### src/rtl/ordered_mac_peer_table_core_assert.svh
// Assertion macros used by the peer table sequencer (omp_seq).
`ifndef ORDERED_MAC_PEER_TABLE_CORE_ASSERT_SVH
`define ORDERED_MAC_PEER_TABLE_CORE_ASSERT_SVH

// same-cycle implication
`define OMP_ASSERT_IMP(label, clk, rst, ante, cons) \
   label: assert property (@(posedge clk) disable iff (rst) (ante) |-> (cons)) \
      else $error("peer table assertion failed");

// next-cycle implication
`define OMP_ASSERT_NEXT(label, clk, rst, ante, cons) \
   label: assert property (@(posedge clk) disable iff (rst) (ante) |=> (cons)) \
      else $error("peer table assertion failed");

`endif

### src/rtl/omp_pkg.sv
`default_nettype none
package omp_pkg;

   localparam int TABLE_DEPTH = 32;

   localparam int OP_W      = 2;
   localparam int MAC_W     = 48;
   localparam int POS_W     = 6;
   localparam int ST_W      = 3;
   localparam int CNT_OUT_W = 6;

   localparam int IDX_W = $clog2(TABLE_DEPTH);
   localparam int LEN_W = $clog2(TABLE_DEPTH + 1);
   localparam int CMP_W = (LEN_W > POS_W) ? LEN_W : POS_W;

   localparam int REQ_W = 56;
   localparam int RSP_W = 112;
   localparam int PAD_W = RSP_W - (ST_W + 1 + MAC_W + 1 + MAC_W + CNT_OUT_W);

   localparam logic [OP_W-1:0] OP_INSERT = 2'd0;
   localparam logic [OP_W-1:0] OP_REMOVE = 2'd1;
   localparam logic [OP_W-1:0] OP_LOOKUP = 2'd2;

   localparam logic [ST_W-1:0] ST_OK      = 3'd0;
   localparam logic [ST_W-1:0] ST_BAD_POS = 3'd1;
   localparam logic [ST_W-1:0] ST_DUP     = 3'd2;
   localparam logic [ST_W-1:0] ST_FULL    = 3'd3;
   localparam logic [ST_W-1:0] ST_MISSING = 3'd4;

   // lowest field last
   typedef struct packed {
      logic [POS_W-1:0] position;
      logic [MAC_W-1:0] peer_mac;
      logic [OP_W-1:0]  opcode;
   } omp_req_type;

   typedef struct packed {
      logic [PAD_W-1:0]     pad;
      logic [CNT_OUT_W-1:0] entry_count;
      logic [MAC_W-1:0]     right_mac;
      logic                 right_valid;
      logic [MAC_W-1:0]     left_mac;
      logic                 left_valid;
      logic [ST_W-1:0]      status;
   } omp_rsp_type;

endpackage
`default_nettype wire

### src/rtl/omp_entry_ram.sv
`default_nettype none
module omp_entry_ram #(
   parameter int WIDTH = 48,
   parameter int DEPTH = 32,
   localparam int AW = $clog2(DEPTH)
) (
   input  wire logic             clock,
   input  wire logic             wr_en,
   input  wire logic [AW-1:0]    wr_addr,
   input  wire logic [WIDTH-1:0] wr_data,
   input  wire logic             rd_en,
   input  wire logic [AW-1:0]    rd_addr,
   output logic      [WIDTH-1:0] rd_data
);

   logic [WIDTH-1:0] mem_ff [DEPTH];

   always_ff @(posedge clock) begin
      if (wr_en) begin
         mem_ff[wr_addr] <= wr_data;
      end
   end

   always_ff @(posedge clock) begin
      if (rd_en) begin
         rd_data <= mem_ff[rd_addr];
      end
   end

endmodule
`default_nettype wire

### src/rtl/omp_seq.sv
`default_nettype none
`include "ordered_mac_peer_table_core_assert.svh"
module omp_seq
   import omp_pkg::*;
(
   input  wire logic              clock,
   input  wire logic              reset,
   input  wire logic              req_valid,
   input  wire omp_req_type       req,
   output logic                   req_ready,
   input  wire logic [MAC_W-1:0]  monitor_mac,
   output logic                   res_valid,
   output omp_rsp_type            res,
   input  wire logic              res_take
);

   localparam logic [2:0] S_IDLE     = 3'd0;
   localparam logic [2:0] S_SCAN     = 3'd1;
   localparam logic [2:0] S_RIGHT    = 3'd2;
   localparam logic [2:0] S_SHIFT_UP = 3'd3;
   localparam logic [2:0] S_SHIFT_DN = 3'd4;
   localparam logic [2:0] S_DONE     = 3'd5;

   logic [2:0]       state_ff, state_in;
   logic [LEN_W-1:0] len_ff, len_in;
   logic [LEN_W-1:0] scan_ff, scan_in;
   logic             rd_vld_ff, rd_vld_in;
   logic [IDX_W-1:0] rd_idx_ff, rd_idx_in;
   logic [OP_W-1:0]  op_ff, op_in;
   logic [MAC_W-1:0] mac_ff, mac_in;
   logic [POS_W-1:0] pos_ff, pos_in;
   logic [MAC_W-1:0] prev_ff, prev_in;
   logic [ST_W-1:0]  status_ff, status_in;
   logic             lv_ff, lv_in;
   logic [MAC_W-1:0] lm_ff, lm_in;
   logic             rv_ff, rv_in;
   logic [MAC_W-1:0] rm_ff, rm_in;

   logic             wr_en;
   logic [IDX_W-1:0] wr_addr;
   logic [MAC_W-1:0] wr_data;
   logic             rd_en;
   logic [IDX_W-1:0] rd_addr;
   logic [MAC_W-1:0] rd_data;

   logic             acc;
   logic             hit;
   logic             in_shift;
   logic             scan_more;
   logic [LEN_W-1:0] scan_m1;
   logic [LEN_W-1:0] scan_p1;
   logic [LEN_W-1:0] pos_len;
   logic [CMP_W-1:0] pos_cmp;
   logic [CMP_W-1:0] len_cmp;

   omp_entry_ram #(
      .WIDTH (MAC_W),
      .DEPTH (TABLE_DEPTH)
   ) u_ram (
      .clock   (clock),
      .wr_en   (wr_en),
      .wr_addr (wr_addr),
      .wr_data (wr_data),
      .rd_en   (rd_en),
      .rd_addr (rd_addr),
      .rd_data (rd_data)
   );

   assign req_ready = (state_ff == S_IDLE);
   assign acc       = req_valid && req_ready;
   assign hit       = rd_vld_ff && (rd_data == mac_ff);
   assign in_shift  = (state_ff == S_SHIFT_UP) || (state_ff == S_SHIFT_DN);
   assign scan_more = (scan_ff < len_ff);
   assign scan_m1   = scan_ff - 1'b1;
   assign scan_p1   = scan_ff + 1'b1;
   assign pos_len   = LEN_W'(pos_ff);
   assign pos_cmp   = CMP_W'(req.position);
   assign len_cmp   = CMP_W'(len_ff);

   always_comb begin
      state_in  = state_ff;
      len_in    = len_ff;
      scan_in   = scan_ff;
      rd_vld_in = 1'b0;
      rd_idx_in = rd_idx_ff;
      op_in     = op_ff;
      mac_in    = mac_ff;
      pos_in    = pos_ff;
      prev_in   = rd_vld_ff ? rd_data : prev_ff;
      status_in = status_ff;
      lv_in     = lv_ff;
      lm_in     = lm_ff;
      rv_in     = rv_ff;
      rm_in     = rm_ff;
      wr_en     = 1'b0;
      wr_addr   = '0;
      wr_data   = rd_data;
      rd_en     = 1'b0;
      rd_addr   = '0;
      res_valid = 1'b0;

      unique case (state_ff)
         S_IDLE: begin
            if (acc) begin
               op_in     = req.opcode;
               mac_in    = req.peer_mac;
               pos_in    = req.position;
               status_in = ST_OK;
               lv_in     = 1'b0;
               lm_in     = '0;
               rv_in     = 1'b0;
               rm_in     = '0;
               scan_in   = '0;
               unique case (req.opcode)
                  OP_INSERT: begin
                     if (pos_cmp > len_cmp) begin
                        status_in = ST_BAD_POS;
                        state_in  = S_DONE;
                     end else if (req.peer_mac == monitor_mac) begin
                        status_in = ST_DUP;
                        state_in  = S_DONE;
                     end else begin
                        state_in = S_SCAN;
                     end
                  end
                  OP_REMOVE: begin
                     if (pos_cmp >= len_cmp) begin
                        status_in = ST_BAD_POS;
                        state_in  = S_DONE;
                     end else begin
                        scan_in  = LEN_W'(req.position) + 1'b1;
                        state_in = S_SHIFT_DN;
                     end
                  end
                  OP_LOOKUP: begin
                     state_in = S_SCAN;
                  end
                  default: begin
                     state_in = S_DONE;
                  end
               endcase
            end
         end
         S_SCAN: begin
            if (scan_more) begin
               rd_en     = 1'b1;
               rd_addr   = scan_ff[IDX_W-1:0];
               rd_vld_in = 1'b1;
               rd_idx_in = scan_ff[IDX_W-1:0];
               scan_in   = scan_p1;
            end
            if (hit) begin
               if (op_ff == OP_LOOKUP) begin
                  lv_in    = (rd_idx_ff != '0);
                  lm_in    = (rd_idx_ff != '0) ? prev_ff : '0;
                  state_in = S_RIGHT;
               end else begin
                  status_in = ST_DUP;
                  state_in  = S_DONE;
               end
            end else if (!scan_more && !rd_vld_ff) begin
               if (op_ff == OP_LOOKUP) begin
                  status_in = ST_MISSING;
                  state_in  = S_DONE;
               end else if (len_ff == LEN_W'(TABLE_DEPTH)) begin
                  status_in = ST_FULL;
                  state_in  = S_DONE;
               end else begin
                  scan_in  = len_ff;
                  state_in = S_SHIFT_UP;
               end
            end
         end
         S_RIGHT: begin
            // read of the entry after the hit was already in flight
            rv_in    = rd_vld_ff;
            rm_in    = rd_vld_ff ? rd_data : '0;
            state_in = S_DONE;
         end
         S_SHIFT_UP: begin
            if (scan_ff > pos_len) begin
               rd_en     = 1'b1;
               rd_addr   = scan_m1[IDX_W-1:0];
               rd_vld_in = 1'b1;
               rd_idx_in = scan_m1[IDX_W-1:0];
               scan_in   = scan_m1;
            end
            if (rd_vld_ff) begin
               wr_en   = 1'b1;
               wr_addr = rd_idx_ff + 1'b1;
               wr_data = rd_data;
            end else if (scan_ff == pos_len) begin
               wr_en    = 1'b1;
               wr_addr  = pos_len[IDX_W-1:0];
               wr_data  = mac_ff;
               len_in   = len_ff + 1'b1;
               state_in = S_DONE;
            end
         end
         S_SHIFT_DN: begin
            if (scan_more) begin
               rd_en     = 1'b1;
               rd_addr   = scan_ff[IDX_W-1:0];
               rd_vld_in = 1'b1;
               rd_idx_in = scan_ff[IDX_W-1:0];
               scan_in   = scan_p1;
            end
            if (rd_vld_ff) begin
               wr_en   = 1'b1;
               wr_addr = rd_idx_ff - 1'b1;
               wr_data = rd_data;
            end else if (!scan_more) begin
               len_in   = len_ff - 1'b1;
               state_in = S_DONE;
            end
         end
         S_DONE: begin
            res_valid = 1'b1;
            if (res_take) begin
               state_in = S_IDLE;
            end
         end
         default: begin
            state_in = S_IDLE;
         end
      endcase
   end

   always_ff @(posedge clock) begin
      if (reset) begin
         state_ff  <= S_IDLE;
         len_ff    <= '0;
         rd_vld_ff <= 1'b0;
      end else begin
         state_ff  <= state_in;
         len_ff    <= len_in;
         rd_vld_ff <= rd_vld_in;
      end
   end

   always_ff @(posedge clock) begin
      scan_ff   <= scan_in;
      rd_idx_ff <= rd_idx_in;
      op_ff     <= op_in;
      mac_ff    <= mac_in;
      pos_ff    <= pos_in;
      prev_ff   <= prev_in;
      status_ff <= status_in;
      lv_ff     <= lv_in;
      lm_ff     <= lm_in;
      rv_ff     <= rv_in;
      rm_ff     <= rm_in;
   end

   always_comb begin
      res             = '0;
      res.status      = status_ff;
      res.left_valid  = lv_ff;
      res.left_mac    = lm_ff;
      res.right_valid = rv_ff;
      res.right_mac   = rm_ff;
      res.entry_count = CNT_OUT_W'(len_ff);
   end

   `OMP_ASSERT_IMP(a_wr_in_shift, clock, reset, wr_en, in_shift)
   `OMP_ASSERT_NEXT(a_len_hold, clock, reset, !in_shift, $stable(len_ff))
   `OMP_ASSERT_NEXT(a_busy_after_acc, clock, reset, acc, state_ff != S_IDLE)
   `OMP_ASSERT_IMP(a_len_max, clock, reset, 1'b1, len_ff <= LEN_W'(TABLE_DEPTH))
   `OMP_ASSERT_IMP(a_rd_below_len, clock, reset, rd_en, LEN_W'(rd_addr) < len_ff)

endmodule
`default_nettype wire

### src/rtl/ordered_mac_peer_table_core.sv
// Lookup scans the entries; insert scans them and then shifts entries up to open the slot;
// remove shifts the later entries down; rejects at accept and opcode 3 go straight to the result.
// Throughput: one item at a time; the entry RAM walk (one entry per cycle) sets it.
// The next item can be accepted in the cycle after the result moves to the output register.
// Reset: synchronous; clears the entry count, monitor address and control state.
// Table RAM contents are not cleared; only entries below the count are read.
`default_nettype none
module ordered_mac_peer_table_core
   import omp_pkg::*;
(
   input  wire logic             clock,
   input  wire logic             reset,
   input  wire logic             req_tvalid,
   output logic                  req_tready,
   // opcode[1:0], peer_mac[49:2], position[55:50]
   input  wire logic [REQ_W-1:0] req_tdata,
   output logic                  rsp_tvalid,
   input  wire logic             rsp_tready,
   // status[2:0], left_valid[3], left_mac[51:4], right_valid[52], right_mac[100:53],
   // entry_count[106:101], zero pad[111:107]
   output logic      [RSP_W-1:0] rsp_tdata,
   input  wire logic             csr_wr_en,
   input  wire logic [MAC_W-1:0] csr_wr_data
);

   logic [MAC_W-1:0] monitor_ff, monitor_in;
   logic             rsp_valid_ff, rsp_valid_in;
   omp_rsp_type      rsp_data_ff, rsp_data_in;

   omp_req_type req;
   omp_rsp_type res;
   logic        res_valid;
   logic        res_take;

   assign req = omp_req_type'(req_tdata);

   omp_seq u_seq (
      .clock       (clock),
      .reset       (reset),
      .req_valid   (req_tvalid),
      .req         (req),
      .req_ready   (req_tready),
      .monitor_mac (monitor_ff),
      .res_valid   (res_valid),
      .res         (res),
      .res_take    (res_take)
   );

   assign res_take    = res_valid && (!rsp_valid_ff || rsp_tready);
   assign monitor_in  = csr_wr_en ? csr_wr_data : monitor_ff;
   assign rsp_data_in = res_take ? res : rsp_data_ff;

   always_comb begin
      rsp_valid_in = rsp_valid_ff;
      if (res_take) begin
         rsp_valid_in = 1'b1;
      end else if (rsp_tready) begin
         rsp_valid_in = 1'b0;
      end
   end

   always_ff @(posedge clock) begin
      if (reset) begin
         monitor_ff   <= '0;
         rsp_valid_ff <= 1'b0;
      end else begin
         monitor_ff   <= monitor_in;
         rsp_valid_ff <= rsp_valid_in;
      end
   end

   always_ff @(posedge clock) begin
      rsp_data_ff <= rsp_data_in;
   end

   assign rsp_tvalid = rsp_valid_ff;
   assign rsp_tdata  = rsp_data_ff;

endmodule
`default_nettype wire
### config.mk
export PLATFORM = sky130hd
export DESIGN_NAME = ordered_mac_peer_table_core
export DESIGN_NICKNAME = d
export VERILOG_FILES = /design/src/rtl/omp_pkg.sv /design/src/rtl/omp_entry_ram.sv /design/src/rtl/omp_seq.sv /design/src/rtl/ordered_mac_peer_table_core.sv
export VERILOG_INCLUDE_DIRS = /design/src /design/src/rtl
export SDC_FILE = /design/constraint.sdc
export NUM_CORES = 2
export LEC_CHECK = 0
export ABC_CLOCK_PERIOD_IN_PS = 8370
export BUFFER_PORTS_ARGS = -buffer_cell sky130_fd_sc_hd__buf_2
export CAP_MARGIN = 20
export CORE_AREA = 2 2 790 399
export CTS_BUF_LIST = sky130_fd_sc_hd__clkbuf_4
export DETAILED_ROUTE_END_ITERATION = 8
export DIE_AREA = 0 0 792 401
export GPL_TIMING_DRIVEN = 0
export RECOVER_POWER = 100
export SETUP_SLACK_MARGIN = 0.5
export SLEW_MARGIN = 20
export SYNTH_ARGS = -nofsm -noshare
export SYNTH_HDL_FRONTEND = slang
export SYNTH_HIERARCHICAL = 1
export SYNTH_SLANG_ARGS = --single-unit
### constraint.sdc
create_clock -name clock -period 8.37 [get_ports clock]
set_input_delay 1.674 -clock clock [delete_from_list [all_inputs] [get_ports clock]]
set_output_delay 1.674 -clock clock [all_outputs]
set_load 0.1 [all_outputs]
=== After elaboration in Yosys (flattened, before gate mapping) ===
Memory sizes are Yosys's and may differ from the RTL's. A register that Yosys moved wholly into a read port is not among the register bits.
Cells that the tools add are included.

* Memories: 1
* Bits in latches: 0
* Bits of input ports: 109
* Bits in read-only memories: 0
* Logic and storage cells: 164
* Output and inout port bits: 114
* RAM bits: 1536
* Register bits after elaboration: 382

{| class="wikitable"
|+ Memories
! name !! depth !! bits a word !! read ports !! clocked after memory_dff !! wr ports !! RTL line !! source
|-
| u_seq.u_ram.mem_ff || 32 || 48 || 1 || 1 || 1 || omp_entry_ram.sv:16 || <nowiki>logic [WIDTH-1:0] mem_ff [DEPTH];</nowiki>
|}

* Bitwise gates (word level): 0
* Magnitude comparators: 4
* Multiply operators: 0
* Equal/unequal tests: 25
* Add/sub/neg operators: 7
* Muxes and demuxes: 79
* Divide/modulo/power cells: 0
* Reduce and logical (&&, ||, !) cells: 26
* Shift-type cells: 0

{| class="wikitable"
|+ Operator list
! operator !! count
|-
| $mux W48 || 8
|-
| $pmux W48 S2 || 2
|-
| $eq A48 B48 Y1 || 2
|-
| $mux W6 || 13
|-
| $mux W3 || 20
|-
| $mux W5 || 7
|-
| $pmux W5 S2 || 3
|-
| $pmux W6 S4 || 1
|-
| $add A6 B1 Y6 const B || 3
|-
| $pmux W3 S6 || 1
|-
| $mux W1 || 15
|-
| $ne A2 B2 Y1 const B || 7
|-
| $gt A6 B6 Y1 || 2
|-
| $pmux W3 S2 || 2
|-
| $pmux W6 S2 || 1
|-
| $sub A6 B1 Y6 const B || 2
|-
| $reduce_and A5 Y1 || 2
|-
| $reduce_bool A2 Y1 || 5
|-
| $pmux W3 S3 || 1
|-
| $pmux W1 S2 || 4
|-
| $reduce_and A7 Y1 || 1
|-
| $eq A3 B2 Y1 const B || 2
|-
| $eq A3 B3 Y1 const B || 2
|-
| $eq A6 B6 Y1 || 1
|-
| 24 further kinds || 34
|}

=== Longest topological paths before layout ===
* Depth after elaboration: 7
* Gate-level depth with buffers: 17
* Gate-level depth less buffers: 15

=== Modules after synthesis ===
Netlist, hierarchy kept.

{| class="wikitable"
|+ By module, submodules not included
! module !! cells an instance !! instances !! area an instance (µm²) !! sequential area each (µm²)
|-
| omp_entry_ram || 3364 || 1 || 61205.0 || 47565.6
|-
| omp_seq || 832 || 1 || 10996.8 || 6686.4
|-
| ordered_mac_peer_table_core || 272 || 1 || 5133.7 || 4344.2
|}

=== Worst setup path before layout ===
Ideal clock, no wire load.

* Path type: flip-flop to flip-flop
* Start: register u_seq.rd_vld_ff
* End: register u_seq.lm_ff[0], enable pin
* Data required time: 7847 ps
* Buffers on the path: 1
* Slack: 1834 ps
* Period minus slack after synthesis: 6536 ps
* Stages on the path, launching flop included: 8
* Data arrival time: 6013 ps
* Path through: dfxtp_1 buf_2 o21ai_0 nor4_2 nand4_2 nor2_2 nand2_1 o21ai_0

* Cells in the longest elaborated chain, start to end: 3

{| class="wikitable"
|+ RTL lines
! element !! RTL line !! source
|-
| from (decl) || omp_seq.sv:27 || <nowiki>logic rd_vld_ff, rd_vld_in;</nowiki>
|-
| from (signal assigned) || omp_seq.sv:237 || <nowiki>rd_vld_ff <= rd_vld_in;</nowiki>
|-
| $logic_and A1 B1 Y1 || omp_seq.sv:71 || <nowiki>assign hit = rd_vld_ff && (rd_data == mac_ff);</nowiki>
|-
| $ne A2 B1 Y1 (no source line) || n/a ||
|-
| $reduce_and A4 Y1 (no source line) || n/a ||
|-
| to (signal assigned) || omp_seq.sv:250 || <nowiki>lm_ff <= lm_in;</nowiki>
|-
| to (decl) || omp_seq.sv:35 || <nowiki>logic [MAC_W-1:0] lm_ff, lm_in;</nowiki>
|}

Every way passes these cells.
A chain may end at the register's enable or synchronous reset.

=== Worst setup path in the final report ===
* Start: register u_seq.scan_ff[1]
* End: register u_seq.u_ram.rd_data[5] (read register of u_seq.u_ram.mem_ff) (data pin)

* Cells in the longest elaborated chain, start to end: 3
* Elaborated cells between the ends (all ways): 9
* Classes of those cells: add/sub (1); order compare (2); mux (6)

{| class="wikitable"
|+ RTL lines
! element !! RTL line !! source
|-
| from (decl) || omp_seq.sv:26 || <nowiki>logic [LEN_W-1:0] scan_ff, scan_in;</nowiki>
|-
| from (signal assigned) || omp_seq.sv:242 || <nowiki>scan_ff <= scan_in;</nowiki>
|-
| $sub A6 B1 Y6 (tied with other cells) || omp_seq.sv:74 || <nowiki>assign scan_m1 = scan_ff - 1'b1;</nowiki>
|-
| $mux W5 (on tied branches) || omp_seq.sv:181, omp_seq.sv:145, omp_seq.sv:201 ||
|-
| $pmux W5 S2 (*) || omp_seq.sv:102 || <nowiki>unique case (state_ff)</nowiki>
|-
| net u_seq.rd_addr[2] || omp_seq.sv:43 || <nowiki>logic [IDX_W-1:0] rd_addr;</nowiki>
|-
| to (decl) || omp_entry_ram.sv:13 || <nowiki>output logic [WIDTH-1:0] rd_data</nowiki>
|}

Mark *: on every way through the listed nets, which the timed path passes. The rest lies on a longest branch.

==> reports/results.tsv <==
metric	value	unit
P_leak	0.0277	uW
TritonCTS clock tree	yes	
Final setup violation count	0	
share of cells above drive strength 1	16.7	%
RSZ-0062 raised after global routing	no	
Crit Path Category	register to register	
leading area contributor after synthesis	edfxtp_1	
total CTS buffers	396	
Hold Vio Cnt, Final	0	
CTS H-tree lvls	5	
status	finished with violations	
Final min period	7.19	ns
Multi-input gate area	0.0173	mm2
wl on met1	115	mm
R2R cell count	16	
sequential element share of the synthesized area	75.8	%
Fmax	0.139	GHz
total power	27700	uW
met2 WL	81.3	mm
root buffer selected by CTS	clkbuf_4	
Worst Tran Pin Value	3.11	ns
Fillers	30900	
Crit path largest cell delay	0.98	ns
first-pass GRT wire length	329	mm
clock share of power	25.1	%
met3 wire len	41.5	mm
Hold Crit Class	register to register	
total grt overflow	0	
yosys warns	6	
critical-path cell list	ha_1 > a21oi_1 > o21ai_0 > a31oi_1 > inv_1 > nor2_1 > o21ai_0 > o21ai_0 > clkbuf_1 > nor2b_1 > buf_2 > buf_2 > clkbuf_1 > a21oi_1 > nand3_1 > nand3_1	
CTS Sinks	1971	
Post-DP HPWL	174	mm
failing checks	capacitance limit, slew limit	
Yosys top cell area share	74.2	%
slowest CP cell	a31oi_1	
reg2reg setup slack	1.18	ns
switching part of the total power	36.1	%
top_reg_cell synth	edfxtp_1	
Post-CTS Resized	0	
DRT Pass-1 Iters	6	
Worst Hold Path Cells	0	
Via density	4.79	
RR Endpoint	u_seq/u_ram/rd_data[5]	
DR DRC count	0	
total track usage	14.5	%
Critical Path RT	9.28	ns
period utilization	85.9	%
main area contributors after synthesis	edfxtp_1 74%, mux2i_1 11%, dfxtp_1 1.5%, a22oi_1 1.4%, xnor2_1 1.2%	
DIE HEIGHT	401	um
Syn-to-layout area delta	16.8	%
unique cell type count in the Yosys netlist	70	
Max clock buf depth	4	
crit-path most repeated cell	o21ai_0	
DP Area	0.0865	mm2
Post-synth ARST share	0	%
# hold bufs at CTS	0	
Int Pwr	17700	uW
launch point of the worst reg-to-reg path	u_seq/scan_ff[1]	
row cnt	145	
RD Place Congestion	0.901	
Worst Clk Skew	0.123	ns
vias in the first global route	42900	
clock slew at reported path FFs	0.10	ns
worst hold start	u_seq/lm_ff[36]	
CP arrival	8.10	ns
Design Area, Final	0.0904	mm2
largest net degree at the start of global routing	58	
Syn Inst Count	4468	
I/O pin count	223	
Post-Route WL	242	mm
Initial Util	24.9	%
core area	0.311	mm2
Post-Synthesis Cell Area	0.0773	mm2
Crit path max-delay family	buffers and inverters	
uppermost routed layer	met5	
CP Buf/Inv Count	5	
initial antenna violation count	21	
violation count after the first detailed-route iteration	8093	
synth cell count leaders	1912 x edfxtp_1, 820 x mux2i_1, 178 x nand2_1	
final net count	5340	
Mean Syn Cell Area	17.3	um2
Die Area	0.318	mm2
share of power burned in registers	47.8	%
Seq cells post-synth	1971	
EDFF count, synth	1912	
Max FO, Critical Path	10	
register area	0.0586	mm2
max-slew violations	341	
setup bufs post-CTS	0	
Peak VDD IR	0.168	mV
vias post-DR	46200	
Final ANT Viol Nets	0	
max cap viols	11	
Worst setup SP type	register	
Wirelength per Cell	25.0	um
Comb pwr share	27.1	%
IO buf count	220	
power density over cell area	307	mW/mm2
Rel. slew slack	-107	%
Crit. End Element	register	
sw power	10000	uW
count leader, synth	edfxtp_1	
Hold Worst Slack	0.398	ns
Hold EP	rsp_tdata[40]	
Clock Latency Late Sink	1.28	ns
Die W	792	um
## how the worst max path moves through the flow
| stage | from | end | slack [ns] | cells after the start |
|---|---|---|---|---|
| 5_1_grt | u_seq/len_cmp[3] | u_seq/u_ram/rd_data[5] | 1.09 | 17 |
| 2_1_floorplan | u_seq/rd_vld_ff | u_seq/lm_ff[0] | 1.83 | 7 |
| 3_3_place_gp | u_seq/rd_vld_ff | u_seq/lm_ff[2] | -2.17 | 7 |
| 3_5_place_dp | u_seq/scan_ff[5] | u_seq/u_ram/mem_ff[5][9] | 2.69 | 12 |
| 6_report | u_seq/scan_ff[1] | u_seq/u_ram/rd_data[5] | 1.18 | 16 |
| 4_1_cts | u_seq/pos_ff[4] | u_seq/u_ram/mem_ff[5][42] | 2.61 | 13 |
## power by group through the flow
stage / sequential [uW] / combinational [uW] / clock, uW
after CTS: 13200 / 7490 / 7070
after global placement: 13600 / 7060 / 0
after detailed placement: 13400 / 7460 / 0
after floorplan: 13600 / 3890 / 0
final: 13300 / 7510 / 6950
after global routing: 13300 / 7770 / 7580
## cells in the final DEF (no fill, tap or decap), types with 40 or more instances in the layout
cell	instances
edfxtp_1	1912
mux2i_1	820
clkbuf_4	558
clkbuf_1	288
nand2_1	178
a21oi_1	168
nand3_1	158
a22oi_1	148
xnor2_1	97
a22o_1	97
buf_2	93
nor2_1	89
and2_0	62
clkinv_1	59
dfxtp_1	59
nor3_1	57
a31oi_1	50
buf_4	47
buf_12	46
mux2_1	45
buf_6	43
and2_1	40
## metrics by stage
| stage | util (%) | std cells | TNS, ns | setup WS (ns) |
|---|---|---|---|---|
| global route | 29.1 | 9639 | 0 | 1.09 |
| global placement | 26.9 | 8881 | -1578.00 | -2.17 |
| floorplan | - | 4472 | 0 | 1.83 |
| finish | 29.1 | 9644 | 0 | 1.18 |
| detailed placement | 27.9 | 8993 | 0 | 2.69 |
| CTS | 29.4 | 9638 | 0 | 2.61 |
## state kept, by name, indices dropped and copies added (netlist names), 5 cells and up
signal               count
u_seq/u_ram/mem_ff    1536
rsp_tdata              112
monitor_ff              48
u_seq/lm_ff             48
u_seq/mac_ff            48
u_seq/prev_ff           48
u_seq/rm_ff             48
u_seq/u_ram/rd_data     48
u_seq/len_cmp            6
u_seq/pos_ff             6
u_seq/scan_ff            6
u_seq/rd_idx_ff          5
## cell families (layout without fill, tap and decap cells)
kind of cell	Yosys count	in the layout	share of synthesized area [%]
AND/OR/NAND/NOR	682	682	4.31
other	1	11	0.00485
adder cells (fa/ha/maj)	29	29	0.479
XOR/XNOR	115	115	1.30
multiplexers	865	865	11.3
buffers and inverters	273	1250	2.20
AO/OA/AOI/OAI	532	532	4.67
flip-flops	1971	1971	75.8
## final cells by class
| cell class | count | share of cell area [%] |
|---|---|---|
| Sequential cell | 1971 | 64.8 |
| Multi-Input combinational cell | 2228 | 19.1 |
| Tap cell | 4189 | 5.80 |
| Clock buffer | 555 | 4.61 |
| Timing Repair Buffer | 332 | 3.28 |
| Buffer | 239 | 1.64 |
| Clock inverter | 90 | 0.561 |
| Inverter | 34 | 0.143 |
| Antenna cell | 6 | 0.0166 |
## worst reg2reg max path, cell delays in order, from the launching register on
cell      delay, ns
edfxtp_1       0.61
ha_1           0.37
a21oi_1        0.17
o21ai_0        0.17
a31oi_1        0.99
inv_1          0.40
nor2_1         0.36
o21ai_0        0.14
o21ai_0        0.11
clkbuf_1       0.65
nor2b_1        0.42
buf_2          0.73
buf_2          0.63
clkbuf_1       0.59
a21oi_1        0.15
nand3_1        0.16
nand3_1        0.21
## layer usage
layer	up-vias	global-route usage, %
met2	3318	16.1
met5	-	0
met4	4	2.62
li1	19100	-
met1	23500	24.5
met3	310	6.24
No activity file was read; power rests on OpenSTA's default activity.
